File: config.mk
export PLATFORM = sky130hd
export DESIGN_NAME = pileup_base_count_parser
export DESIGN_NICKNAME = d
export VERILOG_FILES = /design/src/hw/rtl/pbc_pkg.sv /design/src/hw/rtl/pileup_base_count_parser.sv /design/src/hw/rtl/pbc_parse.sv /design/src/hw/rtl/pbc_result.sv
export SDC_FILE = /design/constraint.sdc
export NUM_CORES = 1
export LEC_CHECK = 0
export BUFFER_PORTS_ARGS = -buffer_cell sky130_fd_sc_hd__buf_2
export CAP_MARGIN = 20
export CORE_ASPECT_RATIO = 1.4
export CORE_UTILIZATION = 55
export CTS_CLUSTER_DIAMETER = 150
export CTS_CLUSTER_SIZE = 8
export DETAILED_ROUTE_END_ITERATION = 10
export GPL_TIMING_DRIVEN = 1
export PLACE_DENSITY_LB_ADDON = 0.05
export SLEW_MARGIN = 30
export SYNTH_ARGS = -nofsm -noshare
export SYNTH_HDL_FRONTEND = slang
export SYNTH_SLANG_ARGS = --single-unit
export TNS_END_PERCENT = 30
File: constraint.sdc
create_clock -name clk -period 7.6 [get_ports clk]
set_clock_uncertainty 0.2 [all_clocks]
set_input_delay 1.14 -clock clk [delete_from_list [all_inputs] [get_ports clk]]
set_output_delay 1.14 -clock clk [all_outputs]
set_load 0.01 [all_outputs]
File: src/hw/rtl/pbc_pkg.sv
// Shared constants for the pileup base counter: character codes, count lane
// indices and the fixed width of the result ports. Used by every RTL file.
package pbc_pkg;

  localparam int OUT_BITS = 16;

  localparam logic [7:0] CH_CARET = 8'h5E;  // '^'
  localparam logic [7:0] CH_PLUS  = 8'h2B;  // '+'
  localparam logic [7:0] CH_MINUS = 8'h2D;  // '-'
  localparam logic [7:0] CH_DOT   = 8'h2E;  // '.'
  localparam logic [7:0] CH_COMMA = 8'h2C;  // ','
  localparam logic [7:0] CH_ZERO  = 8'h30;  // '0'
  localparam logic [7:0] CH_NINE  = 8'h39;  // '9'
  localparam logic [3:0] RADIX    = 4'd10;

  localparam logic [1:0] SLOT_A = 2'd0;
  localparam logic [1:0] SLOT_C = 2'd1;
  localparam logic [1:0] SLOT_G = 2'd2;
  localparam logic [1:0] SLOT_T = 2'd3;

endpackage

File: src/hw/rtl/pileup_base_count_parser.sv
// Pileup base counter: one read-base character per cycle, one result per string.
// Path: a last character is accepted into the input register, and from there
// it loads the result register.
// Throughput: one character per cycle; a last character waits in the input
// register only while the previous result is still unaccepted.
// Reset (rst, synchronous, active high) empties both registers and clears counts.
module pileup_base_count_parser
  import pbc_pkg::*;
#(
  parameter int COUNT_BITS  = 16,
  parameter int LENGTH_BITS = 16
) (
  input  logic                clk,
  input  logic                rst,
  input  logic                in_valid,
  output logic                in_ready,
  input  logic [7:0]          symbol,
  input  logic [7:0]          ref_base,
  input  logic                last,
  output logic                out_valid,
  input  logic                out_ready,
  output logic [OUT_BITS-1:0] count_a,
  output logic [OUT_BITS-1:0] count_c,
  output logic [OUT_BITS-1:0] count_g,
  output logic [OUT_BITS-1:0] count_t,
  output logic [OUT_BITS-1:0] coverage,
  output logic                overflow
);

  // Input register. A transaction lands here first, so the parse logic sees
  // registered characters.
  logic       s1_valid;
  logic [7:0] s1_sym;
  logic [7:0] s1_rbase;
  logic       s1_last;

  logic                       advance;
  logic                       res_can_load;
  logic [3:0][COUNT_BITS-1:0] done_counts;
  logic                       done_sat;

  // A character that ends a string needs room in the result register; every
  // other character moves on unconditionally, even while a result waits.
  assign advance  = s1_valid && (!s1_last || res_can_load);
  assign in_ready = !s1_valid || advance;

  always_ff @(posedge clk) begin
    if (rst) begin
      s1_valid <= 1'b0;
    end else if (in_ready) begin
      s1_valid <= in_valid;
    end
    if (in_ready && in_valid) begin
      s1_sym   <= symbol;
      s1_rbase <= ref_base;
      s1_last  <= last;
    end
  end

  // Parse state machine and saturating counters. On the last character the
  // updated counts are handed to the result register and the state clears.
  pbc_parse #(
    .COUNT_BITS  (COUNT_BITS),
    .LENGTH_BITS (LENGTH_BITS)
  ) u_parse (
    .clk         (clk),
    .rst         (rst),
    .step        (advance),
    .sym         (s1_sym),
    .rbase       (s1_rbase),
    .last        (s1_last),
    .done_counts (done_counts),
    .done_sat    (done_sat)
  );

  // Result register; coverage and the overflow flag are formed from it.
  pbc_result #(
    .COUNT_BITS (COUNT_BITS)
  ) u_result (
    .clk       (clk),
    .rst       (rst),
    .load      (advance && s1_last),
    .counts_in (done_counts),
    .sat_in    (done_sat),
    .can_load  (res_can_load),
    .out_valid (out_valid),
    .out_ready (out_ready),
    .count_a   (count_a),
    .count_c   (count_c),
    .count_g   (count_g),
    .count_t   (count_t),
    .coverage  (coverage),
    .overflow  (overflow)
  );

endmodule

File: src/hw/rtl/pbc_parse.sv
// Parser state and base counters for the pileup base counter.
// Depends on pbc_pkg for character codes and lane indices.
module pbc_parse
  import pbc_pkg::*;
#(
  parameter int COUNT_BITS  = 16,
  parameter int LENGTH_BITS = 16
) (
  input  logic                       clk,
  input  logic                       rst,
  input  logic                       step,
  input  logic [7:0]                 sym,
  input  logic [7:0]                 rbase,
  input  logic                       last,
  output logic [3:0][COUNT_BITS-1:0] done_counts,
  output logic                       done_sat
);

  typedef enum logic [1:0] {MODE_NORMAL, MODE_SKIP, MODE_SIGN, MODE_DIGITS} mode_t;

  mode_t                       mode, mode_next;
  logic [LENGTH_BITS-1:0]      indel_len, indel_len_next;
  logic [LENGTH_BITS-1:0]      skip_rem, skip_rem_next;
  logic [LENGTH_BITS-1:0]      skip_dec, len_less_one;
  logic [3:0][COUNT_BITS-1:0]  counts;
  logic                        sat;

  logic                        is_digit;
  logic [3:0]                  digit_val;
  logic [LENGTH_BITS+3:0]      acc;
  logic [LENGTH_BITS-1:0]      acc_sat;
  logic                        sym_hit, rbase_hit;
  logic [1:0]                  sym_slot, rbase_slot;
  logic                        use_plain;
  logic                        bump_en;
  logic [1:0]                  bump_slot;

  // Map a character to a count lane; hit is low for non-base characters.
  function automatic logic [2:0] base_lookup(input logic [7:0] ch);
    logic [2:0] res;
    unique case (ch)
      8'h41, 8'h61: res = {1'b1, SLOT_A};
      8'h43, 8'h63: res = {1'b1, SLOT_C};
      8'h47, 8'h67: res = {1'b1, SLOT_G};
      8'h54, 8'h74: res = {1'b1, SLOT_T};
      default:      res = 3'b000;
    endcase
    return res;
  endfunction

  assign {sym_hit, sym_slot}     = base_lookup(sym);
  assign {rbase_hit, rbase_slot} = base_lookup(rbase);

  assign is_digit  = (sym >= CH_ZERO) && (sym <= CH_NINE);
  assign digit_val = sym[3:0];

  // Length times ten plus digit, saturating at the all-ones length.
  assign acc = ({4'b0, indel_len} << 3) + ({4'b0, indel_len} << 1)
             + {{LENGTH_BITS{1'b0}}, digit_val};
  assign acc_sat = (acc[LENGTH_BITS+3:LENGTH_BITS] != 4'd0) ? '1 : acc[LENGTH_BITS-1:0];

  assign skip_dec     = (skip_rem != '0) ? skip_rem - 1'b1 : skip_rem;
  assign len_less_one = indel_len - 1'b1;

  always_comb begin
    mode_next      = mode;
    indel_len_next = indel_len;
    skip_rem_next  = skip_rem;
    use_plain      = 1'b0;
    bump_en        = 1'b0;
    bump_slot      = SLOT_A;

    unique case (mode)
      MODE_NORMAL: begin
        use_plain = 1'b1;
      end
      MODE_SKIP: begin
        skip_rem_next = skip_dec;
        if (skip_dec == '0) begin
          mode_next = MODE_NORMAL;
        end
      end
      MODE_SIGN: begin
        if (is_digit) begin
          indel_len_next = LENGTH_BITS'(digit_val);
          mode_next      = MODE_DIGITS;
        end else begin
          mode_next = MODE_NORMAL;
          use_plain = 1'b1;
        end
      end
      MODE_DIGITS: begin
        if (is_digit) begin
          indel_len_next = acc_sat;
        end else if (indel_len == '0) begin
          mode_next = MODE_NORMAL;
          use_plain = 1'b1;
        end else begin
          // The terminating character is the first one skipped.
          skip_rem_next  = len_less_one;
          indel_len_next = '0;
          mode_next      = (len_less_one != '0) ? MODE_SKIP : MODE_NORMAL;
        end
      end
    endcase

    if (use_plain) begin
      priority if (sym_hit) begin
        bump_en   = 1'b1;
        bump_slot = sym_slot;
      end else if (sym == CH_CARET) begin
        skip_rem_next = LENGTH_BITS'(1);
        mode_next     = MODE_SKIP;
      end else if ((sym == CH_PLUS) || (sym == CH_MINUS)) begin
        mode_next = MODE_SIGN;
      end else if ((sym == CH_DOT) || (sym == CH_COMMA)) begin
        bump_en   = rbase_hit;
        bump_slot = rbase_slot;
      end else begin
        // Any other character is ignored.
        bump_en = 1'b0;
      end
    end
  end

  // Saturating increment, one lane per base.
  always_comb begin
    done_sat = sat;
    for (int k = 0; k < 4; k++) begin
      done_counts[k] = counts[k];
      if (bump_en && (bump_slot == 2'(k))) begin
        if (counts[k] == '1) begin
          done_sat = 1'b1;
        end else begin
          done_counts[k] = counts[k] + 1'b1;
        end
      end
    end
  end

  always_ff @(posedge clk) begin
    if (rst) begin
      mode      <= MODE_NORMAL;
      indel_len <= '0;
      skip_rem  <= '0;
      counts    <= '0;
      sat       <= 1'b0;
    end else if (step) begin
      if (last) begin
        mode      <= MODE_NORMAL;
        indel_len <= '0;
        skip_rem  <= '0;
        counts    <= '0;
        sat       <= 1'b0;
      end else begin
        mode      <= mode_next;
        indel_len <= indel_len_next;
        skip_rem  <= skip_rem_next;
        counts    <= done_counts;
        sat       <= done_sat;
      end
    end
  end

endmodule

File: src/hw/rtl/pbc_result.sv
// Result register of the pileup base counter, with the coverage sum taken
// after the register. Depends on pbc_pkg for the result port width and lane indices.
module pbc_result
  import pbc_pkg::*;
#(
  parameter int COUNT_BITS = 16
) (
  input  logic                       clk,
  input  logic                       rst,
  input  logic                       load,
  input  logic [3:0][COUNT_BITS-1:0] counts_in,
  input  logic                       sat_in,
  output logic                       can_load,
  output logic                       out_valid,
  input  logic                       out_ready,
  output logic [OUT_BITS-1:0]        count_a,
  output logic [OUT_BITS-1:0]        count_c,
  output logic [OUT_BITS-1:0]        count_g,
  output logic [OUT_BITS-1:0]        count_t,
  output logic [OUT_BITS-1:0]        coverage,
  output logic                       overflow
);

  logic [3:0][COUNT_BITS-1:0]      counts;
  logic                            sat;
  logic [COUNT_BITS+1:0]           sum;
  logic [COUNT_BITS-1:0]           sum_sat;
  logic [3:0][COUNT_BITS+OUT_BITS-1:0] cnt_ext;
  logic [COUNT_BITS+OUT_BITS-1:0]  cov_ext;

  assign can_load = !out_valid || out_ready;

  always_ff @(posedge clk) begin
    if (rst) begin
      out_valid <= 1'b0;
    end else if (load) begin
      out_valid <= 1'b1;
    end else if (out_ready) begin
      out_valid <= 1'b0;
    end
    if (load) begin
      counts <= counts_in;
      sat    <= sat_in;
    end
  end

  assign sum = {2'b00, counts[0]} + {2'b00, counts[1]}
             + {2'b00, counts[2]} + {2'b00, counts[3]};
  assign sum_sat  = (sum[COUNT_BITS+1:COUNT_BITS] != 2'b00) ? '1 : sum[COUNT_BITS-1:0];
  assign overflow = sat || (sum[COUNT_BITS+1:COUNT_BITS] != 2'b00);

  // Each value is presented in its low result-port bits.
  always_comb begin
    for (int k = 0; k < 4; k++) begin
      cnt_ext[k] = {{OUT_BITS{1'b0}}, counts[k]};
    end
  end
  assign cov_ext  = {{OUT_BITS{1'b0}}, sum_sat};

  assign count_a  = cnt_ext[SLOT_A][OUT_BITS-1:0];
  assign count_c  = cnt_ext[SLOT_C][OUT_BITS-1:0];
  assign count_g  = cnt_ext[SLOT_G][OUT_BITS-1:0];
  assign count_t  = cnt_ext[SLOT_T][OUT_BITS-1:0];
  assign coverage = cov_ext[OUT_BITS-1:0];

endmodule

Word-level counts from Yosys, hierarchy flattened
Cells that the tools add are included.
{"block": "word_totals", "register_bits": 183, "out_inout_bits": 83, "in_bits": 21}
{"block": "op_classes", "n_eq_ne": 33, "n_mux": 62, "n_lt_le_gt_ge": 2, "n_addsub": 11, "reduce_logical": 36}
{"op": "16-bit two-way mux", "n": 21}
{"op": "8-bit by 7-bit equality test with 1-bit output (second input constant)", "n": 17}
{"op": "16-bit by 1-bit adder with 16-bit output (second input constant)", "n": 4}
{"op": "16-bit equality test (second input constant)", "n": 4}
{"op": "64-bit two-way mux", "n": 1}
{"op": "16-bit case mux with 2 select lines", "n": 2}
{"op": "18-bit by 16-bit adder with 18-bit output", "n": 2}
{"op": "8-bit by 6-bit equality test with 1-bit output (second input constant)", "n": 4}
{"op": "16-bit zero test", "n": 2}
{"op": "16-bit nonzero test", "n": 2}
{"op": "16-bit by 1-bit subtractor with 16-bit output (second input constant)", "n": 2}
{"op": "2-bit two-way mux", "n": 14}
{"op": "3-bit case mux with 4 select lines", "n": 2}
{"op": "19-bit by 17-bit adder with 20-bit output", "n": 1}
{"op": "20-bit by 4-bit adder with 20-bit output", "n": 1}
{"op": "1-bit two-way mux", "n": 20}
{"op": "16-bit by 16-bit adder with 17-bit output", "n": 1}
{"op": "2-bit OR reduction", "n": 8}
{"op": "2-bit equality test (second input constant)", "n": 4}
{"op": "8-bit by 6-bit >= comparator with 1-bit output (second input constant)", "n": 1}
{"op": "8-bit by 6-bit <= comparator with 1-bit output (second input constant)", "n": 1}
{"op": "1-bit logical AND", "n": 8}
{"op": "1-bit logical OR", "n": 6}
{"op": "2-bit case mux with 3 select lines", "n": 1}
{"op": "other kinds (10)", "n": 15}

Logic depth before layout (Yosys ltp)
Gate-level depths: netlist of the first run.
{"block": "depth", "ltp_word": 18, "depth_mapped": 22, "ltp_nobuf": 21}

Cells and area by module
From an unflattened synthesis of the first run, not the netlist that was laid out.
{"block": "unflattened", "hier_cells": 1397, "area_unflattened_um2": 12500.7}
{"mod": "pbc_parse", "area_each_um2": 8062.7, "cells_each": 1054, "instances": 1}
{"mod": "pbc_result", "area_each_um2": 3847.4, "cells_each": 318, "instances": 1}
{"mod": "pileup_base_count_parser", "area_each_um2": 590.6, "cells_each": 25, "instances": 1}

Worst setup path after synthesis of the first run
No wires, ideal clock.
{"block": "synth_path", "path_type": "reg-to-output", "start": "reg u_result.counts (netlist bit u_result.count_a[1])", "end": "out coverage[11]", "setup_slack_ns": 1.059, "arrival_time_ns": 5.201, "path_stages_with_launch": 18, "path_cell_list": "edfxtp_1 -> ha_1 -> a211o_1 -> a211oi_1 -> o311ai_0 -> a31oi_1 -> nor2b_1 -> o21a_1 -> o41a_1 -> xnor2_1 -> fa_1 -> inv_1 -> ha_1 -> or3_1 -> or4_1 -> o311ai_0 -> clkbuf_1 -> o21ai_0"}
{"block": "synth_between", "elab_chain_cells": 5}
{"item": "from (decl)", "line_no": "pbc_result.sv:24", "rtl": "logic [3:0][COUNT_BITS-1:0] counts;"}
{"item": "from (signal assigned)", "line_no": "pbc_result.sv:42", "rtl": "counts <= counts_in;"}
{"item": "16-bit by 16-bit adder with 17-bit output *", "line_no": "pbc_result.sv:47", "rtl": "assign sum = {2'b00, counts[0]} + {2'b00, counts[1]}"}
{"item": "18-bit by 16-bit adder with 18-bit output * (2 in a row)", "line_no": "pbc_result.sv:48", "rtl": "+ {2'b00, counts[2]} + {2'b00, counts[3]};"}
{"item": "2-bit nonzero test", "line_no": "pbc_result.sv:49", "rtl": "assign sum_sat = (sum[COUNT_BITS+1:COUNT_BITS] != 2'b00) ? '1 : sum[COUNT_BITS-1:0];"}
{"item": "16-bit two-way mux *", "line_no": "pbc_result.sv:49"}
{"item": "to (decl)", "line_no": "pileup_base_count_parser.sv:26", "rtl": "output logic [OUT_BITS-1:0] coverage,"}
Every way passes the cells marked *; elsewhere a longest branch is shown, timed or not.

Final worst setup path of the first run
Ends and elaborated chain as after synthesis.

==> results of run 1 <==
[cell type report]
| class | count | area (µm²) |
|---|---|---|
| timing repair buffer | 109 | 563 |
| sequential | 182 | 4450 |
| fill | 1924 | 8310 |
| clock buffer | 18 | 439 |
| clock inverter | 14 | 115 |
| inverter | 92 | 345 |
| multi-input combinational | 1081 | 7420 |
| tap | 297 | 372 |
[Yosys cell counts, drive strengths merged (8+ instances only)]
cell type / instances
nand2: 131
a21oi: 105
o21ai: 103
dfxtp: 101
nor2: 92
inv: 91
edfxtp: 81
ha: 72
xnor2: 64
clkbuf: 60
nor3: 47
nand3: 45
a31oi: 35
xor2: 33
nand2b: 25
nor4: 25
or3: 25
fa: 20
nand4: 19
o21a: 18
o31ai: 17
a211oi: 16
and3: 16
a221o: 13
mux2: 12
nor2b: 12
a21o: 9
a22oi: 9
nor3b: 9
and2: 8
[kinds of logic (layout without fill, tap and decap cells)]
family | Yosys count | in the layout | share of synthesized area (%)
AO/OA/AOI/OAI | 393 | 393 | 20.2
XOR/XNOR | 97 | 97 | 6.82
adder cells (fa/ha/maj) | 92 | 92 | 10.5
buffers and inverters | 159 | 233 | 4.88
flip-flops | 182 | 182 | 35.8
multiplexers | 16 | 16 | 1.41
AND/OR/NAND/NOR | 483 | 483 | 20.5
[worst register-to-register path, cell delays in order (launching register included)]
cell and delay, ns:
dfxtp_1 0.55, fa_1 0.55, fa_1 0.51, a211oi_1 0.30
o21ai_1 0.15, a31o_2 0.24, o311a_1 0.34, or3_1 0.32
a221oi_1 0.70, a21oi_2 0.35, a221o_1 0.34
[registers in the layout, indices dropped and copies added (netlist names)]
name                cells
s1_last                 1
s1_rbase                7
s1_sym                  8
s1_valid                1
u_parse.counts         64
u_parse.indel_len      16
u_parse.mode            2
u_parse.sat             1
u_parse.skip_rem       16
u_result.count_a       16
u_result.count_c       16
u_result.count_g       16
u_result.count_t       16
u_result.out_valid      1
u_result.sat            1
[through the flow]
step           std cells  instance area (µm²)  util [%]  hold WS, ns  total power [mW]
2_1_floorplan       1422                12500         -        0.240              1.14
3_5_place_dp        1761                13100      59.7        0.261              1.19
3_3_place_gp        1761                13100      59.7        0.256              1.19
5_1_grt             1793                13700      62.3        0.297              2.08
6_report            1793                13700      62.3        0.276              2.01
4_1_cts             1793                13700      62.2        0.275              2.02
[path summary, 6_finish.rpt]
path,cells after the start,end
max,18,coverage[11]
max reg2reg,10,u_parse.indel_len[8]$_SDFFE_PP0P_
min reg2reg,1,u_parse.counts[38]$_SDFFE_PP0P_
min,1,u_parse.counts[38]$_SDFFE_PP0P_
[metal layers]
layer	vias to the layer above	wire (µm)	GRT usage (%)
met4	0	1130	12.0
met5	-	0	0
met2	278	17700	55.9
met1	5044	12200	29.8
li1	5325	-	-
met3	68	1120	3.65
[power breakdown]
part / switching (mW) / leakage [nW] / total, mW / internal [mW]
Combinational: 0.0851 / 3.64 / 0.131 / 0.0464
Clock: 0.403 / 0.271 / 0.840 / 0.436
Sequential: 0.0101 / 1.66 / 1.04 / 1.03
Total: 0.498 / 5.57 / 2.01 / 1.51
==> impl_metrics.json, run 1 <==
{
  "status": "completed",
  "grt_pass1_wl_um": 51800,
  "r2r_slack_ns": 2.95,
  "leakagePower_nw": 5.57,
  "synthTopCellsByArea": "edfxtp_1, dfxtp_1, ha_1, xnor2_1, a21oi_1",
  "fin_crit_sh_pct": 92.3,
  "start_kind": "register",
  "cp-startpoint": "u_result.count_a[1]$_DFFE_PP_",
  "synthArstFlopShare_pct": 0,
  "dieArea_um2": 23300,
  "cp.arrival_ns": 5.67,
  "worst_slack_ns": 0.587,
  "cp_top_family": "compound AO/OA/AOI/OAI gates",
  "cp.required_ns": 6.26,
  "worst-path-buf-inv": 3,
  "max_cap_viol_count": 0,
  "clk_pin_slew_ns": 0.07,
  "numCtsBuffers": 17,
  "ys_ff_latch": 182,
  "gr-total-overflow": 0,
  "power-per-cell-area_nw_per_um2": 147,
  "drt_iter0_markers": 478,
  "clk_latency_ns": 0.45,
  "final_cell_mix": "nand2_1, a21oi_1, buf_2, dfxtp_1, o21ai_0",
  "ant_nets": 0,
  "cts_buffer_depth": 2,
  "cts_tree": "built",
  "cp_common_cell": "ha_1",
  "cts_hold_buf": 0,
  "avgSynthCellArea_um2": 8.76,
  "initial_utilization_pct": 56.5,
  "setup_viol": 0,
  "hold_path.class": "reg -> reg",
  "setup_tns_ns": 0,
  "core_area_um2": 22000,
  "gp_congestion": 0.947,
  "drcViolationCount": 0,
  "syn_nets": 1535,
  "diodes": 0,
  "dp_slack_ns": 0.929,
  "core.rowCount": 64,
  "grt_antenna_before_repair": 0,
  "synth_area_um2": 12500,
  "maxSlewHeadroom_pct": 40.1,
  "drt_pre_antenna_iters": 5,
  "netlist.area_leader.share_pct": 19.5,
  "worstMarginPinSlew_ns": 0.895,
  "slew_violations": 0,
  "fp.dieH_um": 180,
  "ir_drop_v": 0.000157,
  "vias_per_cell": 5.98,
  "cpPeakStageDelay_ns": 0.53,
  "postCtsSetupRepairBufs": 0,
  "syn_to_final_growth_pct": 10.1,
  "cts_sinks": 182,
  "rsz0062_at_grt": "no",
  "critPathCaptureType": "output port",
  "die_w_um": 129,
  "hp-start": "u_parse.counts[38]$_SDFFE_PP0P_",
  "hpwlAfterDp_um": 24700,
  "crit_type": "reg -> out",
  "synth.largest_area_cell": "edfxtp_1",
  "synth_ff_type": "dfxtp_1",
  "critPathMaxFanout": 16,
  "grt_use_total_pct": 28.6,
  "cts-root-buf": "clkbuf_16",
  "hold_viol": 0,
  "routed_wl_um": 32200,
  "ys_seq_area_share_pct": 35.8,
  "boundaryPins": 104,
  "wire_per_inst_um": 18.0,
  "cts_resized": 0,
  "grt_pass1_vias": 10400,
  "grt_max_degree": 56,
  "r2r_start": "u_parse.indel_len[2]$_SDFFE_PP0P_",
  "yosys_warnings": 0,
  "layout_commonest_cell": "nand2_1",
  "cpMaxStageDelayCell": "or4_1",
  "nets": 1596,
  "synth_edf_count": 81,
  "fmax_ghz": 0.143,
  "io_buffers": 102,
  "drive_gt1_share_pct": 12.5,
  "synth_cell_types": 83,
  "finalCriticalPeriod_ns": 7.01,
  "crit_chain": "ha_1 -> a211o_1 -> a211oi_1 -> o311ai_0 -> a31oi_1 -> nor2b_1 -> o21a_1 -> o41a_1 -> xnor2_1 -> fa_1 -> inv_1 -> ha_1 -> or3_1 -> or4_1 -> o311ai_2 -> buf_4 -> o21ai_0 -> buf_2",
  "htree_num_levels": 4,
  "via_count": 10700,
  "syn_inst": 1422
}
Note: power is estimated with default switching activity, not from simulation.
==> inputs of run 2 (changes only) <==
--- a/config.mk
+++ b/config.mk
@@ -7,13 +7,13 @@
 export LEC_CHECK = 0
 export BUFFER_PORTS_ARGS = -buffer_cell sky130_fd_sc_hd__buf_2
 export CAP_MARGIN = 20
-export CORE_ASPECT_RATIO = 1.4
 export CORE_UTILIZATION = 55
 export CTS_CLUSTER_DIAMETER = 150
 export CTS_CLUSTER_SIZE = 8
 export DETAILED_ROUTE_END_ITERATION = 10
 export GPL_TIMING_DRIVEN = 1
 export PLACE_DENSITY_LB_ADDON = 0.05
+export RECOVER_POWER = 25
 export SLEW_MARGIN = 30
 export SYNTH_ARGS = -nofsm -noshare
 export SYNTH_HDL_FRONTEND = slang
==> run 2 against run 1 <==
Effect of this change:
- the flow now finishes with violations (design-rule violations, max-capacitance violations, max-slew violations)
- setup slack better by 0.0028 ns
- sequential cell count is the same
- clock power is 2% lower
- via count is 0.66% higher
- sequential power barely moved
- routed wire length fell by 2.8%
- hold slack improved by 0.0032 ns
- critical endpoint unchanged
- highest routed layer unchanged
==> impl_metrics.json, run 2 (same netlist as run 1, synthesis figures left out) <==
{
  "cts-root-buf": "clkbuf_16",
  "clk_latency_ns": 0.44,
  "power_frac_seq_pct": 52.1,
  "hold_viol": 0,
  "finalCriticalPeriod_ns": 7.01,
  "worstMarginPinSlew_ns": 2.00,
  "multiInputGateArea_um2": 7430,
  "grt_pass1_wl_um": 51200,
  "worst_slack_ns": 0.590,
  "drt_iter0_markers": 874,
  "cpPeakStageDelay_ns": 0.53,
  "dieArea_um2": 23200,
  "maxSlewHeadroom_pct": -33.6,
  "dp_slack_ns": 1.01,
  "gr-total-overflow": 0,
  "drive_gt1_share_pct": 9.02,
  "grt_antenna_before_repair": 0,
  "dpl_cell_area_um2": 13100,
  "final_util_pct": 61.8,
  "ant_nets": 0,
  "layout_commonest_cell": "nand2_1",
  "gp_congestion": 0.898,
  "setup_viol": 0,
  "die_w_um": 152,
  "ir_drop_v": 0.000146,
  "diodes": 0,
  "whs_ns": 0.280,
  "core_area_um2": 22000,
  "leakagePower_nw": 5.35,
  "wire_per_inst_um": 17.6,
  "initial_utilization_pct": 56.5,
  "status": "finished, violations left",
  "cts_tree": "built",
  "failed_checks": "design-rule violations, max-capacitance violations, max-slew violations",
  "fin_crit_sh_pct": 92.2,
  "hpwlAfterDp_um": 23500,
  "largest_reg_flops": 64,
  "cpMaxStageDelayCell": "or4_1",
  "routed_wl_um": 31300,
  "critPathMaxFanout": 16,
  "fin_cells": 1777,
  "cts_sinks": 182,
  "vias_per_cell": 6.07,
  "grt_pass1_vias": 10000,
  "p_total_mw": 1.99,
  "numCtsBuffers": 17,
  "power.switching_uw": 493,
  "drcViolationCount": 14,
  "fmax_ghz": 0.143,
  "slew_violations": 39,
  "drt_pre_antenna_iters": 8,
  "grt_max_degree": 66,
  "cp.required_ns": 6.26,
  "start_kind": "register",
  "boundaryPins": 104,
  "p_int_mw": 1.50,
  "cts_resized": 0,
  "cp.arrival_ns": 5.67,
  "final_cell_mix": "nand2_1, a21oi_1, dfxtp_1, o21ai_0, inv_1",
  "crit_type": "reg -> out",
  "p_comb_share_pct": 6.7,
  "grt_use_total_pct": 27.3,
  "fp.dieH_um": 152,
  "hold_path.class": "reg -> reg",
  "rsz0062_at_grt": "no",
  "final_design_area_no_fill_um2": 13600,
  "n_fill_cell": 1958,
  "clk_pin_slew_ns": 0.07,
  "postCtsSetupRepairBufs": 0,
  "core.rowCount": 54,
  "critPathCaptureType": "output port",
  "power-per-cell-area_nw_per_um2": 146,
  "max_cap_viol_count": 1,
  "crit_chain": "ha_1 -> a211o_1 -> a211oi_1 -> o311ai_0 -> a31oi_1 -> nor2b_1 -> o21a_1 -> o41a_1 -> xnor2_1 -> fa_1 -> inv_1 -> ha_1 -> or3_1 -> or4_1 -> o311ai_2 -> buf_4 -> o21ai_0 -> buf_2",
  "syn_to_final_growth_pct": 9.33,
  "cts_hold_buf": 0,
  "cts_buffer_depth": 2,
  "seq_area_um2": 4450,
  "regMostFlops": "u_parse.counts",
  "cp_common_cell": "ha_1",
  "via_count": 10800,
  "nets": 1597,
  "clock_power_share_pct": 41.3,
  "io_buffers": 102,
  "switching_share_pct": 24.8,
  "htree_num_levels": 4,
  "setup_tns_ns": 0,
  "placed_cells": 1745
}
## run 2: cell type report
cell class,count,share of cell area [%]
timing repair buffer,110,3.69
inverter,92,2.54
clock inverter,12,0.708
clock buffer,20,3.21
sequential,182,32.7
tap,280,2.57
multi-input combinational,1081,54.6
## run 2: path summary, 6_finish.rpt
kind                                      from                                  to  slack, ns  depth (start not counted)
min reg2reg    u_parse.counts[58]$_SDFFE_PP0P_     u_parse.counts[58]$_SDFFE_PP0P_       0.28                          1
max              u_result.count_a[1]$_DFFE_PP_                        coverage[11]       0.59                         18
max reg2reg  u_parse.indel_len[0]$_SDFFE_PP0P_  u_parse.indel_len[13]$_SDFFE_PP0P_       2.85                         10
min            u_parse.counts[58]$_SDFFE_PP0P_     u_parse.counts[58]$_SDFFE_PP0P_       0.28                          1
## run 2: worst max-delay path: cells and delay by family, from the launching register on
kind | cells | cell delay [ns]
and+or+nand+nor | 3 | 1.01
DFF | 1 | 0.42
buffers and inverters | 3 | 0.45
AOI/OAI and AO/OA | 8 | 2.20
xor gates and xnor gates | 1 | 0.15
adders and majority gates | 3 | 1.00
## run 2: metal layers
layer  track usage [%]  routed length (µm)  vias to the layer above
li1                  -                   -                     5336
met1              35.4               14200                     5095
met2              47.2               14900                      312
met3              4.01                1540                       43
met4              8.56                 673                        0
met5                 0                   0                        -
## run 2: power by group through the flow
stage          combinational [mW]  sequential, mW  clock [mW]
4_1_cts                     0.133            1.04       0.827
6_report                    0.133            1.04       0.822
3_5_place_dp                0.133            1.06           0
5_1_grt                     0.148            1.04       0.866
2_1_floorplan              0.0871            1.06           0
3_3_place_gp                0.130            1.06           0
